## config.mk

```make
export PLATFORM = sky130hd
export DESIGN_NAME = sha256_block_compress
export DESIGN_NICKNAME = d
export VERILOG_FILES = /design/src/rtl/sbc_pkg.sv /design/src/rtl/sha256_block_compress.sv
export SDC_FILE = /design/constraint.sdc
export NUM_CORES = 2
export LEC_CHECK = 0
export BUFFER_PORTS_ARGS = -buffer_cell sky130_fd_sc_hd__clkbuf_2
export CAP_MARGIN = 20
export CORE_ASPECT_RATIO = 1.75
export CORE_MARGIN = 2
export CORE_UTILIZATION = 45
export CTS_BUF_LIST = sky130_fd_sc_hd__clkbuf_8
export CTS_CLUSTER_SIZE = 40
export DETAILED_ROUTE_END_ITERATION = 16
export PLACE_DENSITY_LB_ADDON = 0.12
export SYNTH_ARGS = -nofsm -noshare
export SYNTH_HDL_FRONTEND = slang
export SYNTH_SLANG_ARGS = --single-unit
```

## constraint.sdc

```tcl
create_clock -name i_clk -period 21.6 [get_ports i_clk]
set_input_delay 1.08 -clock i_clk [delete_from_list [all_inputs] [get_ports i_clk]]
set_output_delay 1.08 -clock i_clk [all_outputs]
set_load 0.01 [all_outputs]
```

## src/rtl/sbc_pkg.sv

```systemverilog
// Shared types, constants and round functions for the SHA-256 block compressor.
`default_nettype none

package sbc_pkg;

    typedef logic [31:0] t_word;

    localparam int ROUNDS    = 64;
    localparam int BLK_WORDS = 16;
    localparam int HASH_WORDS = 8;

    localparam t_word K_ROUND [ROUNDS] = '{
        32'h428a2f98, 32'h71374491, 32'hb5c0fbcf, 32'he9b5dba5,
        32'h3956c25b, 32'h59f111f1, 32'h923f82a4, 32'hab1c5ed5,
        32'hd807aa98, 32'h12835b01, 32'h243185be, 32'h550c7dc3,
        32'h72be5d74, 32'h80deb1fe, 32'h9bdc06a7, 32'hc19bf174,
        32'he49b69c1, 32'hefbe4786, 32'h0fc19dc6, 32'h240ca1cc,
        32'h2de92c6f, 32'h4a7484aa, 32'h5cb0a9dc, 32'h76f988da,
        32'h983e5152, 32'ha831c66d, 32'hb00327c8, 32'hbf597fc7,
        32'hc6e00bf3, 32'hd5a79147, 32'h06ca6351, 32'h14292967,
        32'h27b70a85, 32'h2e1b2138, 32'h4d2c6dfc, 32'h53380d13,
        32'h650a7354, 32'h766a0abb, 32'h81c2c92e, 32'h92722c85,
        32'ha2bfe8a1, 32'ha81a664b, 32'hc24b8b70, 32'hc76c51a3,
        32'hd192e819, 32'hd6990624, 32'hf40e3585, 32'h106aa070,
        32'h19a4c116, 32'h1e376c08, 32'h2748774c, 32'h34b0bcb5,
        32'h391c0cb3, 32'h4ed8aa4a, 32'h5b9cca4f, 32'h682e6ff3,
        32'h748f82ee, 32'h78a5636f, 32'h84c87814, 32'h8cc70208,
        32'h90befffa, 32'ha4506ceb, 32'hbef9a3f7, 32'hc67178f2
    };

    localparam t_word H_INIT [HASH_WORDS] = '{
        32'h6a09e667, 32'hbb67ae85, 32'h3c6ef372, 32'ha54ff53a,
        32'h510e527f, 32'h9b05688c, 32'h1f83d9ab, 32'h5be0cd19
    };

    function automatic t_word rotr(input t_word v, input int unsigned n);
        rotr = (v >> n) | (v << (32 - n));
    endfunction

    function automatic t_word sig_small0(input t_word v);
        sig_small0 = rotr(v, 7) ^ rotr(v, 18) ^ (v >> 3);
    endfunction

    function automatic t_word sig_small1(input t_word v);
        sig_small1 = rotr(v, 17) ^ rotr(v, 19) ^ (v >> 10);
    endfunction

    function automatic t_word sig_big0(input t_word v);
        sig_big0 = rotr(v, 2) ^ rotr(v, 13) ^ rotr(v, 22);
    endfunction

    function automatic t_word sig_big1(input t_word v);
        sig_big1 = rotr(v, 6) ^ rotr(v, 11) ^ rotr(v, 25);
    endfunction

    function automatic t_word choose(input t_word e, input t_word f, input t_word g);
        choose = (e & f) ^ (~e & g);
    endfunction

    function automatic t_word majority(input t_word a, input t_word b, input t_word c);
        majority = (a & b) ^ (a & c) ^ (b & c);
    endfunction

endpackage

`default_nettype wire

```

## src/rtl/sha256_block_compress.sv

```systemverilog
// SHA-256 block compressor: word gather, iterative round unit and digest output.
`default_nettype none

// Takes a padded message as 32-bit big-endian words, sixteen per 512-bit block,
// over a valid/ready input channel. first_block and last_block are sampled only
// with the sixteenth word of a block: first_block reloads the standard initial
// hash before the block, last_block makes the block emit the eight digest words
// (index 0 most significant, digest_last on index 7) over the output channel.
// The sixteenth word starts the compression: one shared round unit runs one
// round per cycle for all 64 rounds, then state S_FINAL adds the working
// variables into the chaining value; the input is closed during the rounds and
// the chaining add. A final block then presents eight digest transactions, at
// best one per cycle; during that time the first fifteen words of the next
// block may already be taken, while the sixteenth waits until the last digest
// word has gone. The message schedule lives in a sixteen-word shift window,
// expanded one word per round alongside the round unit, so no schedule memory
// is needed.
module sha256_block_compress (
    input  wire logic        i_clk,
    input  wire logic        i_rst_n,
    input  wire logic        i_valid,
    output logic             o_ready,
    input  wire logic [31:0] i_msg_word,
    input  wire logic        i_first_block,
    input  wire logic        i_last_block,
    output logic             o_valid,
    input  wire logic        i_ready,
    output logic [31:0]      o_digest_word,
    output logic [2:0]       o_digest_index,
    output logic             o_digest_last
);

    typedef enum logic [1:0] {
        S_GATHER,
        S_ROUND,
        S_FINAL,
        S_EMIT
    } t_state;

    localparam logic [3:0] LAST_WORD  = 4'(sbc_pkg::BLK_WORDS - 1);
    localparam logic [5:0] LAST_ROUND = 6'(sbc_pkg::ROUNDS - 1);
    localparam logic [2:0] LAST_IDX   = 3'(sbc_pkg::HASH_WORDS - 1);

    t_state          r_state, n_state;
    logic [3:0]      r_count, n_count;
    logic [5:0]      r_round, n_round;
    logic [2:0]      r_idx,   n_idx;
    logic            r_last,  n_last;
    sbc_pkg::t_word  r_chain [sbc_pkg::HASH_WORDS];
    sbc_pkg::t_word  n_chain [sbc_pkg::HASH_WORDS];
    sbc_pkg::t_word  r_w     [sbc_pkg::BLK_WORDS];
    sbc_pkg::t_word  n_w     [sbc_pkg::BLK_WORDS];
    sbc_pkg::t_word  r_v     [sbc_pkg::HASH_WORDS];
    sbc_pkg::t_word  n_v     [sbc_pkg::HASH_WORDS];

    logic            in_fire;
    logic            out_fire;
    sbc_pkg::t_word  w_next;
    sbc_pkg::t_word  t1;
    sbc_pkg::t_word  t2;

    // Input is open while gathering, and during digest output for all but the
    // word that would start the next compression.
    assign o_ready  = (r_state == S_GATHER) || (r_state == S_EMIT && r_count != LAST_WORD);
    assign in_fire  = i_valid && o_ready;
    assign o_valid  = (r_state == S_EMIT);
    assign out_fire = o_valid && i_ready;

    assign o_digest_word  = r_chain[r_idx];
    assign o_digest_index = r_idx;
    assign o_digest_last  = (r_idx == LAST_IDX);

    // Schedule expansion: window holds W[t..t+15]; produce W[t+16].
    assign w_next = sbc_pkg::sig_small1(r_w[14]) + r_w[9]
                  + sbc_pkg::sig_small0(r_w[1]) + r_w[0];

    // Round unit.
    assign t1 = r_v[7] + sbc_pkg::sig_big1(r_v[4]) + sbc_pkg::choose(r_v[4], r_v[5], r_v[6])
              + sbc_pkg::K_ROUND[r_round] + r_w[0];
    assign t2 = sbc_pkg::sig_big0(r_v[0]) + sbc_pkg::majority(r_v[0], r_v[1], r_v[2]);

    always_comb begin
        n_state = r_state;
        n_count = r_count;
        n_round = r_round;
        n_idx   = r_idx;
        n_last  = r_last;
        n_chain = r_chain;
        n_w     = r_w;
        n_v     = r_v;

        // Word transaction: shift the word into the window.
        if (in_fire) begin
            for (int i = 0; i < sbc_pkg::BLK_WORDS - 1; i++) begin
                n_w[i] = r_w[i + 1];
            end
            n_w[sbc_pkg::BLK_WORDS - 1] = i_msg_word;
            n_count = r_count + 4'd1;
        end

        unique case (r_state)
            S_GATHER: begin
                if (in_fire && r_count == LAST_WORD) begin
                    n_count = '0;
                    n_last  = i_last_block;
                    n_round = '0;
                    n_state = S_ROUND;
                    if (i_first_block) begin
                        n_chain = sbc_pkg::H_INIT;
                        n_v     = sbc_pkg::H_INIT;
                    end else begin
                        n_v     = r_chain;
                    end
                end
            end
            S_ROUND: begin
                n_v[7] = r_v[6];
                n_v[6] = r_v[5];
                n_v[5] = r_v[4];
                n_v[4] = r_v[3] + t1;
                n_v[3] = r_v[2];
                n_v[2] = r_v[1];
                n_v[1] = r_v[0];
                n_v[0] = t1 + t2;
                for (int i = 0; i < sbc_pkg::BLK_WORDS - 1; i++) begin
                    n_w[i] = r_w[i + 1];
                end
                n_w[sbc_pkg::BLK_WORDS - 1] = w_next;
                n_round = r_round + 6'd1;
                if (r_round == LAST_ROUND) begin
                    n_state = S_FINAL;
                end
            end
            S_FINAL: begin
                for (int i = 0; i < sbc_pkg::HASH_WORDS; i++) begin
                    n_chain[i] = r_chain[i] + r_v[i];
                end
                n_idx   = '0;
                n_state = r_last ? S_EMIT : S_GATHER;
            end
            S_EMIT: begin
                if (out_fire) begin
                    n_idx = r_idx + 3'd1;
                    if (r_idx == LAST_IDX) begin
                        n_state = S_GATHER;
                    end
                end
            end
            default: n_state = S_GATHER;
        endcase
    end

    // Control state and chaining value.
    always_ff @(posedge i_clk) begin
        if (!i_rst_n) begin
            r_state <= S_GATHER;
            r_count <= '0;
            r_round <= '0;
            r_idx   <= '0;
            r_last  <= 1'b0;
            r_chain <= sbc_pkg::H_INIT;
        end else begin
            r_state <= n_state;
            r_count <= n_count;
            r_round <= n_round;
            r_idx   <= n_idx;
            r_last  <= n_last;
            r_chain <= n_chain;
        end
    end

    // Schedule window and working variables.
    always_ff @(posedge i_clk) begin
        r_w <= n_w;
        r_v <= n_v;
    end

    // The word that starts a compression is taken only while gathering.
    a_start_only_gather: assert property (@(posedge i_clk) disable iff (!i_rst_n)
        (in_fire && r_count == LAST_WORD) |-> (r_state == S_GATHER))
        else $error("sixteenth word taken outside gather");

    // No partial block is pending while the round unit runs.
    a_count_idle_rounds: assert property (@(posedge i_clk) disable iff (!i_rst_n)
        (r_state == S_ROUND || r_state == S_FINAL) |-> (r_count == '0))
        else $error("word count moved during compression");

    // The last round is followed by the chaining add.
    a_round_to_final: assert property (@(posedge i_clk) disable iff (!i_rst_n)
        (r_state == S_ROUND && r_round == LAST_ROUND) |=> (r_state == S_FINAL))
        else $error("round sequence did not end in chaining add");

    // A final block opens digest output at index zero.
    a_emit_start: assert property (@(posedge i_clk) disable iff (!i_rst_n)
        (r_state == S_FINAL && r_last) |=> (o_valid && o_digest_index == '0))
        else $error("digest output did not start at index zero");

    // Output closes after the marked last digest word.
    a_emit_end: assert property (@(posedge i_clk) disable iff (!i_rst_n)
        (out_fire && o_digest_last) |=> !o_valid)
        else $error("digest output continued past last word");

endmodule

`default_nettype wire

```

==> results.json <==
{
  "status": "finished, final reports clean",
  "rows": 187,
  "path_buf_inv": 5,
  "synth_warnings": 0,
  "rsz0062_at_grt": "no",
  "worstSetupPathType": "reg -> reg",
  "antenna_found_initial": 6,
  "finalMaxSlewViolations": 0,
  "vias": 51200,
  "cts_root_buffer": "clkbuf_8",
  "syn_inst": 6606,
  "post_cts_resized": 0,
  "cp_max_fo": 16,
  "syn_area_um2": 66800,
  "gp_congestion": 0.985,
  "overflow": 0,
  "setup_tns_ns": 0,
  "clockBufferDepth": 3,
  "powerDensity_nw_per_um2": 70.6,
  "fin_nets": 7236,
  "synthAdderAreaFrac_pct": 13.4,
  "max_freq_ghz": 0.0974,
  "async_flop_share_pct": 0,
  "die_h_um": 514,
  "core-area_um2": 148000,
  "critPathCaptureType": "flop",
  "worstSetupStartpointType": "flop",
  "grt_pass1_vias": 51800,
  "peakVddDrop_uv": 63.6,
  "path_clk_slew_ns": 0.06,
  "postRouteAntennaNets": 0,
  "yosysTopAreaCell": "edfxtp_1",
  "relSlewSlack_pct": 13.7,
  "htreeDepth": 4,
  "post_cts_buffers": 0,
  "clk_latency_ns": 0.98,
  "hold_viol": 0,
  "setup_viol": 0,
  "hold_buffers": 0,
  "final_cell_area_um2": 72500,
  "place_hpwl_um": 177000,
  "min_period_ns": 10.26,
  "portBuffers": 75,
  "slowest_delay_ns": 0.85,
  "firstDrtPassIters": 8,
  "synth_cell_types": 89,
  "placed_area_um2": 69200,
  "ys_seq_elements": 1040,
  "drt_iter0_drc": 3651,
  "cts_sinks": 1040,
  "max_cap_viol_count": 0,
  "yosys_most_used_dff": "edfxtp_1",
  "synth_xor_area_share_pct": 7.34,
  "timing.hold.ws_ns": 0.367,
  "seq_area_frac_synth_pct": 42.7,
  "power_leakage_nw": 28.5,
  "synthTopCellsByArea": "edfxtp_1 35%, dfxtp_1 8.1%, ha_1 7.5%, fa_1 5.9%, o21ai_0 4.4%",
  "yosysTopAreaCellShare_pct": 34.5,
  "synth_top_family_by_area": "compound AO/OA/AOI/OAI gates",
  "grt_pass1_wl_um": 345000,
  "layout_commonest_cell": "edfxtp_1",
  "gr-usage-all-layers_pct": 31.4,
  "synth_simple_gate_area_share_pct": 12.1,
  "area_growth_pct": 8.51,
  "syn_area_per_cell_um2": 10.1,
  "hold_path_class": "reg -> reg",
  "crit_required_ns": 22.28,
  "synth_compound_area_share_pct": 16.3,
  "fp.dieW_um": 295,
  "drc": 0,
  "synth_edf_count": 768,
  "fin_worst_skew_ns": 0.0847,
  "routed_wirelength_um": 239000,
  "grt_max_degree": 103,
  "synth_nets": 7239,
  "tritoncts": "yes",
  "start_util_pct": 45.2,
  "cp_top_family": "compound AO/OA/AOI/OAI gates",
  "cts_made_buffers": 166,
  "dieArea_um2": 152000,
  "io_pins": 76,
  "worst_pin_slew_ns": 1.29,
  "n_fill_cell": 13900,
  "synthMuxAreaShare_pct": 3.58,
  "wl_per_cell_um": 27.4,
  "drive_gt1_share_pct": 8.64,
  "post-route-period-util_pct": 47.5,
  "final_cell_mix": "768 x edfxtp_1, 694 x nand2_1, 586 x o21ai_0",
  "vias_per_cell": 5.87,
  "cp_slowest_cell": "ha_1",
  "cp.arrival_ns": 10.94
}
through the flow:
step                      instances  power [mW]  util (%)  worst slack [ns]
after detailed placement       8419        3.42      46.8             11.42
after global placement         8417        3.41      46.8             11.38
after CTS                      8721        5.16      49.0             11.41
after floorplan                6606        3.13         -              8.42
final                          8728        5.12      49.0             11.34
after global routing           8725        5.36      49.0             10.78
per-layer routing:
metal | track usage [%] | vias to the layer above | part of all wire (%)
li1 | - | 23600 | -
met1 | 33.1 | 25400 | 35
met2 | 57.0 | 1666 | 52
met3 | 3.86 | 563 | 4.1
met4 | 23.0 | 0 | 8.3
met5 | 0 | - | 0
worst paths after layout:
check | endpoint | cells after the start | slack [ns] | from
setup / recovery | r_v[255] | 37 | 11.34 | r_round[1]
hold reg to reg | r_w[329] | 0 | 0.37 | r_w[297]
setup reg to reg | r_v[255] | 37 | 11.34 | r_round[1]
hold / removal | r_w[329] | 0 | 0.37 | r_w[297]
Yosys cell counts, types with 63 or more instances:
cell,number
nor3_1,134
xor2_1,255
mux4_2,69
nand3b_1,134
a21o_1,231
nand3_1,113
nand2_1,701
nor2_1,294
nor2b_1,80
edfxtp_1,768
ha_1,398
inv_1,486
clkbuf_1,288
o21ai_0,589
xnor2_1,302
o21a_1,63
fa_1,197
dfxtp_1,272
a21oi_1,365
logic make-up (layout without fill, tap and decap cells):
group                      Yosys count  count (layout)
and+or+nand+nor                   1700            1700
xor gates and xnor gates           558             558
muxes                              145             145
other                                0               7
buffers and inverters              829             960
DFF                               1040            1040
AOI/OAI and AO/OA                 1736            1736
adders and majority gates          598             598
registers in the layout (all words and copies together), names as in the netlist:
register / flops
r_w: 512
r_chain: 256
r_v: 256
r_round: 6
r_count: 4
o_digest_index: 3
r_state: 2
r_last: 1
power by group:
part	total [mW]	internal [mW]	switching, mW	leakage, nW
sequential	2.24	2.20	0.0377	9.38
combinational	1.15	0.455	0.700	17.3
clock	1.73	0.839	0.889	1.84
total	5.12	3.49	1.63	28.5
cell type report:
type	instances	area, um^2	area share, %
well taps	1984	2480	3.42
repair buffers	168	1110	1.53
flip-flops and latches	1040	28500	39.3
clock buffers	186	2560	3.53
inverters	490	1840	2.54
clock inverters	116	703	0.970
diodes	7	17.5	0.0242
multi-input cells	4737	35300	48.7
No activity file was read; power rests on OpenSTA's default activity.
